===== src/hw/rtl/pvd_pkg.sv =====
// ============================================================================
// pvd_pkg
// Shared types and constants for the pixel vector distance block.
// ============================================================================
`default_nettype none

package pvd_pkg;

    // Longest vector whose total is guaranteed to stay within the range limits.
    localparam int MAX_LEN = 64;

    localparam int PIXEL_W = 8;
    localparam int DIFF_W  = PIXEL_W + 1;
    localparam int SQ_W    = 2 * PIXEL_W;
    localparam int DIST_W  = 23;
    localparam int TOTAL_W = 24;
    localparam int SUM_W   = TOTAL_W + 1;
    localparam int ADDR_W  = 3;
    localparam int DATA_W  = 32;
    localparam int METRIC_W = 2;

    localparam logic signed [SUM_W-1:0] DIST_HIGH = SUM_W'(MAX_LEN * 65025);
    localparam logic signed [SUM_W-1:0] DIST_LOW  = -SUM_W'(MAX_LEN * 255);

    typedef enum logic [METRIC_W-1:0] {
        METRIC_MANHATTAN = 2'd0,
        METRIC_SIGNED    = 2'd1,
        METRIC_SQUARED   = 2'd2,
        METRIC_CHEBYSHEV = 2'd3
    } t_metric;

    typedef enum logic [0:0] {
        REG_METRIC = 1'b0
    } t_reg_index;

    typedef struct packed {
        logic [PIXEL_W-1:0] pixel_a;
        logic [PIXEL_W-1:0] pixel_b;
        logic               last;
    } t_in_item;

    typedef struct packed {
        logic signed [DIFF_W-1:0] diff;
        logic [PIXEL_W-1:0]       mag;
        logic [SQ_W-1:0]          sq;
        logic                     last;
    } t_term;

endpackage

`default_nettype wire


===== src/hw/rtl/pixel_vector_distance_top.sv =====
// ============================================================================
// pixel_vector_distance_top
// Accumulates a Manhattan, signed, squared Euclidean or Chebyshev distance
// between two streamed pixel vectors and emits it on the last pair.
// ============================================================================
// The last pair passes the input, term and output registers in order.
// Throughput: one pair per cycle while no result is held up at the output;
// the accumulator closes its loop with the squaring done one stage earlier.
// Reset clears the metric register to Manhattan, the running total and all
// valid flags. No clearing pass is needed.
`default_nettype none

module pixel_vector_distance_top (
    input  wire                            i_clk,
    input  wire                            i_rst_n,
    // configuration port
    input  wire                            psel,
    input  wire                            penable,
    input  wire                            pwrite,
    input  wire [pvd_pkg::ADDR_W-1:0]      paddr,
    input  wire [pvd_pkg::DATA_W-1:0]      pwdata,
    output logic [pvd_pkg::DATA_W-1:0]     prdata,
    output logic                           pready,
    // pixel pair stream
    input  wire                            i_in_valid,
    output logic                           o_in_stall,
    input  wire [pvd_pkg::PIXEL_W-1:0]     i_pixel_a,
    input  wire [pvd_pkg::PIXEL_W-1:0]     i_pixel_b,
    input  wire                            i_last,
    // distance stream
    output logic                           o_out_valid,
    input  wire                            i_out_stall,
    output logic signed [pvd_pkg::DIST_W-1:0] o_distance
);
    import pvd_pkg::*;

    t_metric                    r_metric;
    logic                       r_in_v;
    t_in_item                   r_in;
    logic                       r_term_v;
    t_term                      r_term;
    logic signed [TOTAL_W-1:0]  r_total;
    logic                       r_out_v;
    logic signed [DIST_W-1:0]   r_dist;

    logic                       out_free;
    logic                       term_take;
    logic                       term_load;
    logic                       in_load;
    logic signed [DIFF_W-1:0]   diff;
    logic [PIXEL_W-1:0]         mag;
    logic signed [SQ_W+1:0]     sq_full;
    logic signed [SUM_W-1:0]    tot_ext;
    logic signed [SUM_W-1:0]    n_sum;
    logic signed [SUM_W-1:0]    n_clamped;
    logic                       reg_write;

    // ------------------------------------------------------------------
    // Configuration
    // ------------------------------------------------------------------
    assign pready    = 1'b1;
    assign reg_write = psel && penable && pwrite && pready;

    always_ff @(posedge i_clk) begin
        if (!i_rst_n) begin
            r_metric <= METRIC_MANHATTAN;
        end else if (reg_write && (paddr[2] == REG_METRIC)) begin
            r_metric <= t_metric'(pwdata[METRIC_W-1:0]);
        end
    end

    always_comb begin
        prdata = '0;
        if (paddr[2] == REG_METRIC) begin
            prdata = DATA_W'(r_metric);
        end
    end

    // ------------------------------------------------------------------
    // Flow control. Only the last pair of a vector needs the output
    // register, so other pairs keep flowing while a result waits.
    // ------------------------------------------------------------------
    assign out_free   = !r_out_v || !i_out_stall;
    assign term_take  = r_term_v && (!r_term.last || out_free);
    assign term_load  = !r_term_v || term_take;
    assign in_load    = !r_in_v || term_load;
    assign o_in_stall = !in_load;

    always_ff @(posedge i_clk) begin
        if (!i_rst_n) begin
            r_in_v <= 1'b0;
        end else if (in_load) begin
            r_in_v <= i_in_valid;
        end
    end

    always_ff @(posedge i_clk) begin
        if (in_load && i_in_valid) begin
            r_in.pixel_a <= i_pixel_a;
            r_in.pixel_b <= i_pixel_b;
            r_in.last    <= i_last;
        end
    end

    // ------------------------------------------------------------------
    // Stage 1: difference, magnitude and square of one pair.
    // ------------------------------------------------------------------
    always_comb begin
        diff    = $signed({1'b0, r_in.pixel_a}) - $signed({1'b0, r_in.pixel_b});
        mag     = diff[DIFF_W-1] ? PIXEL_W'(-diff) : diff[PIXEL_W-1:0];
        sq_full = (SQ_W+2)'(diff) * (SQ_W+2)'(diff);
    end

    always_ff @(posedge i_clk) begin
        if (!i_rst_n) begin
            r_term_v <= 1'b0;
        end else if (term_load) begin
            r_term_v <= r_in_v;
        end
    end

    always_ff @(posedge i_clk) begin
        if (term_load && r_in_v) begin
            r_term.diff <= diff;
            r_term.mag  <= mag;
            r_term.sq   <= sq_full[SQ_W-1:0];
            r_term.last <= r_in.last;
        end
    end

    // ------------------------------------------------------------------
    // Stage 2: fold the term into the running total and saturate.
    // ------------------------------------------------------------------
    always_comb begin
        tot_ext = SUM_W'(r_total);
        unique case (r_metric)
            METRIC_MANHATTAN: n_sum = tot_ext + $signed(SUM_W'(r_term.mag));
            METRIC_SIGNED:    n_sum = tot_ext + SUM_W'(r_term.diff);
            METRIC_SQUARED:   n_sum = tot_ext + $signed(SUM_W'(r_term.sq));
            METRIC_CHEBYSHEV: begin
                // A negative partial total from another metric is replaced.
                if ($signed(SUM_W'(r_term.mag)) > tot_ext) begin
                    n_sum = $signed(SUM_W'(r_term.mag));
                end else begin
                    n_sum = tot_ext;
                end
            end
            default:          n_sum = tot_ext;
        endcase

        priority if (n_sum > DIST_HIGH) begin
            n_clamped = DIST_HIGH;
        end else if (n_sum < DIST_LOW) begin
            n_clamped = DIST_LOW;
        end else begin
            n_clamped = n_sum;
        end
    end

    always_ff @(posedge i_clk) begin
        if (!i_rst_n) begin
            r_total <= '0;
        end else if (term_take) begin
            if (r_term.last) begin
                r_total <= '0;
            end else begin
                r_total <= n_clamped[TOTAL_W-1:0];
            end
        end
    end

    always_ff @(posedge i_clk) begin
        if (!i_rst_n) begin
            r_out_v <= 1'b0;
        end else if (out_free) begin
            r_out_v <= term_take && r_term.last;
        end
    end

    always_ff @(posedge i_clk) begin
        if (term_take && r_term.last) begin
            r_dist <= n_clamped[DIST_W-1:0];
        end
    end

    assign o_out_valid = r_out_v;
    assign o_distance  = r_dist;

    // ------------------------------------------------------------------
    // Assertions
    // ------------------------------------------------------------------
    a_total_range: assert property (@(posedge i_clk) disable iff (!i_rst_n)
        (SUM_W'(r_total) <= DIST_HIGH) && (SUM_W'(r_total) >= DIST_LOW))
        else $error("running total left the saturation range");

    a_dist_range: assert property (@(posedge i_clk) disable iff (!i_rst_n)
        o_out_valid |-> ((SUM_W'(o_distance) <= DIST_HIGH) &&
                         (SUM_W'(o_distance) >= DIST_LOW)))
        else $error("distance outside the saturation range");

    a_clear_after_last: assert property (@(posedge i_clk) disable iff (!i_rst_n)
        (term_take && r_term.last) |=> (r_total == '0))
        else $error("running total not cleared after the last pair");

    a_last_needs_slot: assert property (@(posedge i_clk) disable iff (!i_rst_n)
        (term_take && r_term.last) |-> out_free)
        else $error("last pair consumed while a result was still waiting");

    a_stall_means_busy: assert property (@(posedge i_clk) disable iff (!i_rst_n)
        o_in_stall |-> (r_in_v && r_term_v && r_term.last && o_out_valid))
        else $error("input stalled with room in the pipeline");

endmodule

`default_nettype wire


===== config.mk =====
export PLATFORM = sky130hd
export DESIGN_NAME = pixel_vector_distance_top
export DESIGN_NICKNAME = d
export VERILOG_FILES = /design/src/hw/rtl/pvd_pkg.sv /design/src/hw/rtl/pixel_vector_distance_top.sv
export SDC_FILE = /design/constraint.sdc
export NUM_CORES = 1
export LEC_CHECK = 0
export ABC_AREA = 0
export BUFFER_PORTS_ARGS = -buffer_cell sky130_fd_sc_hd__buf_2
export CAP_MARGIN = 30
export CORE_UTILIZATION = 55
export CTS_BUF_LIST = sky130_fd_sc_hd__clkbuf_8
export CTS_CLUSTER_SIZE = 14
export DETAILED_ROUTE_END_ITERATION = 10
export GPL_ROUTABILITY_DRIVEN = 0
export PLACE_DENSITY = 0.77
export SYNTH_ARGS = -nofsm -noshare
export SYNTH_HDL_FRONTEND = slang
export SYNTH_SLANG_ARGS = --single-unit

===== constraint.sdc =====
create_clock -name i_clk -period 10.5 [get_ports i_clk]
set_input_delay 0.525 -clock i_clk [delete_from_list [all_inputs] [get_ports i_clk]]
set_output_delay 0.525 -clock i_clk [all_outputs]
set_load 0.05 [all_outputs]

==> results of run 1 <==
registers in the layout (all words and copies together) (netlist names):
signal	flops
o_distance	23
o_out_valid	1
r_in	17
r_in_v	1
r_metric	2
r_term	31
r_term_v	1
r_total	24
logic make-up after synthesis:
| kind of cell | Yosys count |
|---|---|
| AND/OR/NAND/NOR | 278 |
| AO/OA/AOI/OAI | 228 |
| buffers and inverters | 175 |
| adder cells (fa/ha/maj) | 131 |
| flip-flops | 100 |
| XOR/XNOR | 44 |
| multiplexers | 10 |
| other | 2 |
metal layers:
| layer | global-route usage | vias to the layer above | routed length, µm | part of all wire |
|---|---|---|---|---|
| met1 | 0.319 | 3386 | 8500 | 0.43 |
| met3 | 0.0475 | 45 | 1090 | 0.055 |
| met4 | 0.104 | 0 | 622 | 0.031 |
| met5 | 0 | - | 0 | 0 |
| li1 | - | 3387 | - | - |
| met2 | 0.427 | 219 | 9580 | 0.48 |
through the flow:
stage               area [µm²]  hold slack (ns)
floorplan                 9020            0.400
global placement          9210            0.403
detailed placement        9230            0.411
CTS                       9430            0.274
global route              9430            0.267
finish                    9430            0.297
cells in the mapped netlist (5+ instances only):
cell	count
nor4_1	6
nand4_1	10
nand3_1	15
a21oi_1	60
xor2_1	12
xnor2_1	31
buf_4	31
mux2i_1	7
a21o_1	19
nor2b_1	15
o21a_1	11
fa_1	49
clkbuf_1	22
nor2_1	74
inv_1	107
a22oi_1	11
or2_2	7
o21ai_0	35
dfxtp_1	29
and3_1	8
o31ai_2	6
nor3_1	13
a31oi_1	10
o31ai_1	5
edfxtp_1	71
a21boi_0	7
o211a_1	5
nand2_1	104
ha_1	82
and2_1	7
o211ai_1	11
cell type report:
cell class,count,share of cell area
timing repair buffer,59,0.0337
multi-input combinational,722,0.585
inverter,112,0.0446
sequential,100,0.288
clock inverter,7,0.00717
clock buffer,9,0.0131
tap,216,0.0287
worst paths after layout:
check,to,slack (ns),startpoint,cells after the start
max reg2reg,r_term[16],2.92,r_in[10],30
max,r_term[16],2.92,r_in[10],30
min reg2reg,r_term[0],0.44,r_in[0],0
min,r_in[16],0.30,i_pixel_a[7],1
==> flow_summary.yaml, run 1 <==
clocking:
  numClockSinks: 100
  cts_hold_buf: 0
  post_cts_resized: 0
  cts.clk_slew.worst_paths_ns: 0.11
  cts_buffers: 9
  postCtsSetupRepairBufs: 0
  cts_tree: "yes"
  ctsRootBufferMaster: "clkbuf_8"
  insertion_delay_ns: 0.40
  cts_buffer_depth: 2
  htree_num_levels: 3
critical_path:
  slowest_stage: "fa_1"
  critPathBufInv: 5
  endpoint_kind: "flop"
  cp_data_arrival_time_ns: 7.74
  critPathTopFamily: "adder cells"
  worstPathRequired_ns: 10.66
  max_stage_delay_ns: 0.54
  crit_fanout: 11
  start_kind: "flop"
  critPathKind: "reg2reg"
synthesis:
  ys_warn_count: 0
  synth_top_family_by_area: "adder cells"
  ys_seq_area_frac: 0.304
  netlist.area_leader.share: 0.239
  async_flop_share: 0
  synth_area_leaders: "edfxtp_1, ha_1, fa_1"
  synthSimpleGateAreaFrac: 0.145
  synth_xor_area_frac: 0.0448
  syn_avg_cell_area_um2: 9.21
  ys.flop_type: "edfxtp_1"
  synth.distinct_cells: 78
  synth_seq_cells: 100
  synthesis.instances: 968
  synth_compound_area_frac: 0.178
  synthMuxAreaShare: 0.0117
  synth_edf_count: 71
  synth_top_area_cell: "edfxtp_1"
  synthAdderAreaFrac: 0.225
  synth_area_um2: 8910
floorplanning:
  coreArea_um2: 15800
  io_pins: 117
  die_w_um: 129
  die_area_um2: 16700
  rows: 46
  initial_utilization: 0.563
  die_height_um: 129
final_layout:
  drive_gt1_frac: 0.108
  seq_area_um2: 2710
  final_cells: 1225
  final_cell_mix: "inv_1, nand2_1, ha_1"
  utilization: 0.595
  syn_to_final_growth_pct: 5.76
  mostFrequentLayoutCell: "inv_1"
  diodes: 0
  multi_input_area_um2: 5510
  nets: 1194
  n_fill_cell: 1352
timing:
  setup_tns_ns: 0
  fin_worst_skew_ns: 0.0216
  setup_viol: 0
  relSlewSlack: 0.369
  fin_crit_ns: 7.58
  max_freq_ghz: 0.132
  slew_viol_final: 0
  finalCritPeriodShare: 0.722
  final_hold_viol_count: 0
  setup_ws_ns: 2.92
  tightest_slew_ns: 0.943
  rsz0062_at_grt: "no"
job:
  drv_cap: 0
global_routing:
  first_global_vias: 6825
  grt_overflow: 0
  grt_use_total: 0.253
  antenna_found_initial: 0
  grt_pass1_wl_um: 32700
  grt_start_max_net_pins: 35
detailed_routing:
  vias: 7037
  viasPerCell: 5.74
  drt-total-wl_um: 19800
  wl_per_cell_um: 16.2
  drt_iter0_drc: 536
  ant_nets: 0
  drc: 0
  first_pass_iters: 5
outcome:
  status: "finished clean"
placement:
  hpwl_um: 15300
  numPortBuffers: 53
  dp_cells: 1209
  dp_slack_ns: 2.95
hold_path:
  hp-class: "in2reg"
Power of run 1 is not shown: default switching activity piles up to over one toggle a cycle in this logic, so the estimate is an artifact.
==> run 2: changes to the inputs <==
- clock period: 10.5 -> 7.8 ns (I/O delays scaled with it)
==> flow_summary.yaml, run 2 (same netlist as run 1, synthesis figures left out) <==
clocking:
  cts_hold_buf: 0
  ctsRootBufferMaster: "clkbuf_8"
  insertion_delay_ns: 0.41
  cts.clk_slew.worst_paths_ns: 0.11
  postCtsSetupRepairBufs: 0
  post_cts_resized: 0
  cts_buffers: 9
  cts_buffer_depth: 2
  cts_tree: "yes"
  numClockSinks: 100
  htree_num_levels: 3
final_layout:
  syn_to_final_growth_pct: 6.01
  drive_gt1_frac: 0.111
  final_cell_mix: "inv_1, nand2_1, ha_1"
  diodes: 0
  nets: 1197
  mostFrequentLayoutCell: "inv_1"
  final_cells: 1228
  top_register: "r_term"
  largest_reg_flops: 31
  fin_area_um2: 9450
detailed_routing:
  drc: 0
  viasPerCell: 5.73
  first_pass_iters: 5
  drt_iter0_drc: 529
  ant_nets: 0
  vias: 7031
  drt-total-wl_um: 19900
  wl_per_cell_um: 16.2
timing:
  setup_tns_ns: 0
  relSlewSlack: 0.351
  rsz0062_at_grt: "no"
  final_hold_viol_count: 0
  setup_ws_ns: 0.513
  setup_viol: 0
  fin_worst_skew_ns: 0.0274
  finalCritPeriodShare: 0.934
  slew_viol_final: 0
  tightest_slew_ns: 0.970
  fin_crit_ns: 7.29
  max_freq_ghz: 0.137
floorplanning:
  io_pins: 117
  die_area_um2: 16700
  initial_utilization: 0.563
  die_height_um: 129
  die_w_um: 129
  coreArea_um2: 15800
  rows: 46
placement:
  numPortBuffers: 53
  placed_cell_area_um2: 9260
  dp_slack_ns: 0.531
  hpwl_um: 15400
  dp_cells: 1212
critical_path:
  r2r_cells: 31
  start_kind: "flop"
  slowest_stage: "fa_1"
  crit_fanout: 3
  cp_data_arrival_time_ns: 7.43
  reg2reg_from: "r_in[2]"
  crit_path_frequent_cell: "inv_1"
  endpoint_kind: "flop"
  r2r_end: "r_term[16]"
  critPathKind: "reg2reg"
  worstPathRequired_ns: 7.94
  max_stage_delay_ns: 0.54
  reg2reg_slack_ns: 0.51
hold_path:
  min_to: "r_in[12]"
  hold_depth: 1
  hp-class: "in2reg"
  worstHoldStart: "i_pixel_a[3]"
job:
  drv_cap: 0
global_routing:
  grt_overflow: 0
  first_global_vias: 6707
  grt_pass1_wl_um: 32000
  antenna_found_initial: 0
  grt_use_total: 0.247
  grt_start_max_net_pins: 35
outcome:
  status: "finished clean"
[run 2: worst max-delay path by stage]
stage / startpoint / to / slack (ns)
floorplan: r_in[10] / r_term[16] / 0.85
global placement: r_in[10] / r_term[16] / 0.78
detailed placement: r_in[10] / r_term[16] / 0.53
CTS: r_in[2] / r_term[16] / 0.48
global route: r_in[9] / r_term[16] / 0.04
finish: r_in[2] / r_term[16] / 0.51
[run 2: layout make-up]
type / instances / area (µm²)
Tap cell: 216 / 270
Clock buffer: 9 / 124
Inverter: 112 / 420
Timing Repair Buffer: 62 / 340
Clock inverter: 7 / 67.6
Sequential cell: 100 / 2710
Multi-Input combinational cell: 722 / 5510
Fill cell: 1417 / 6380
[run 2: worst max-delay path, delay by kind of cell, from the launching register on]
kind                     cells  cell delay, ns
AND/OR/NAND/NOR              5            0.85
buffers and inverters        6            0.38
XOR/XNOR                     2            0.33
flip-flops                   1            0.38
adder cells (fa/ha/maj)      7            3.11
AO/OA/AOI/OAI               11            1.96
[run 2: metrics by stage]
| step | util | hold WS (ns) |
|---|---|---|
| 5_1_grt | 0.597 | 0.135 |
| 4_1_cts | 0.597 | 0.133 |
| 6_report | 0.597 | 0.160 |
| 3_3_place_gp | 0.583 | 0.404 |
| 2_1_floorplan | - | 0.400 |
| 3_5_place_dp | 0.585 | 0.406 |
[run 2: routing by layer]
| layer | up-vias | GRT usage | wire length [µm] | part of all wire |
|---|---|---|---|---|
| li1 | 3397 | - | - | - |
| met1 | 3323 | 0.320 | 8670 | 0.44 |
| met2 | 251 | 0.407 | 9350 | 0.47 |
| met3 | 60 | 0.0392 | 1130 | 0.057 |
| met4 | 0 | 0.117 | 705 | 0.036 |
| met5 | - | 0 | 0 | 0 |
Power of run 2 is left out for the same reason.
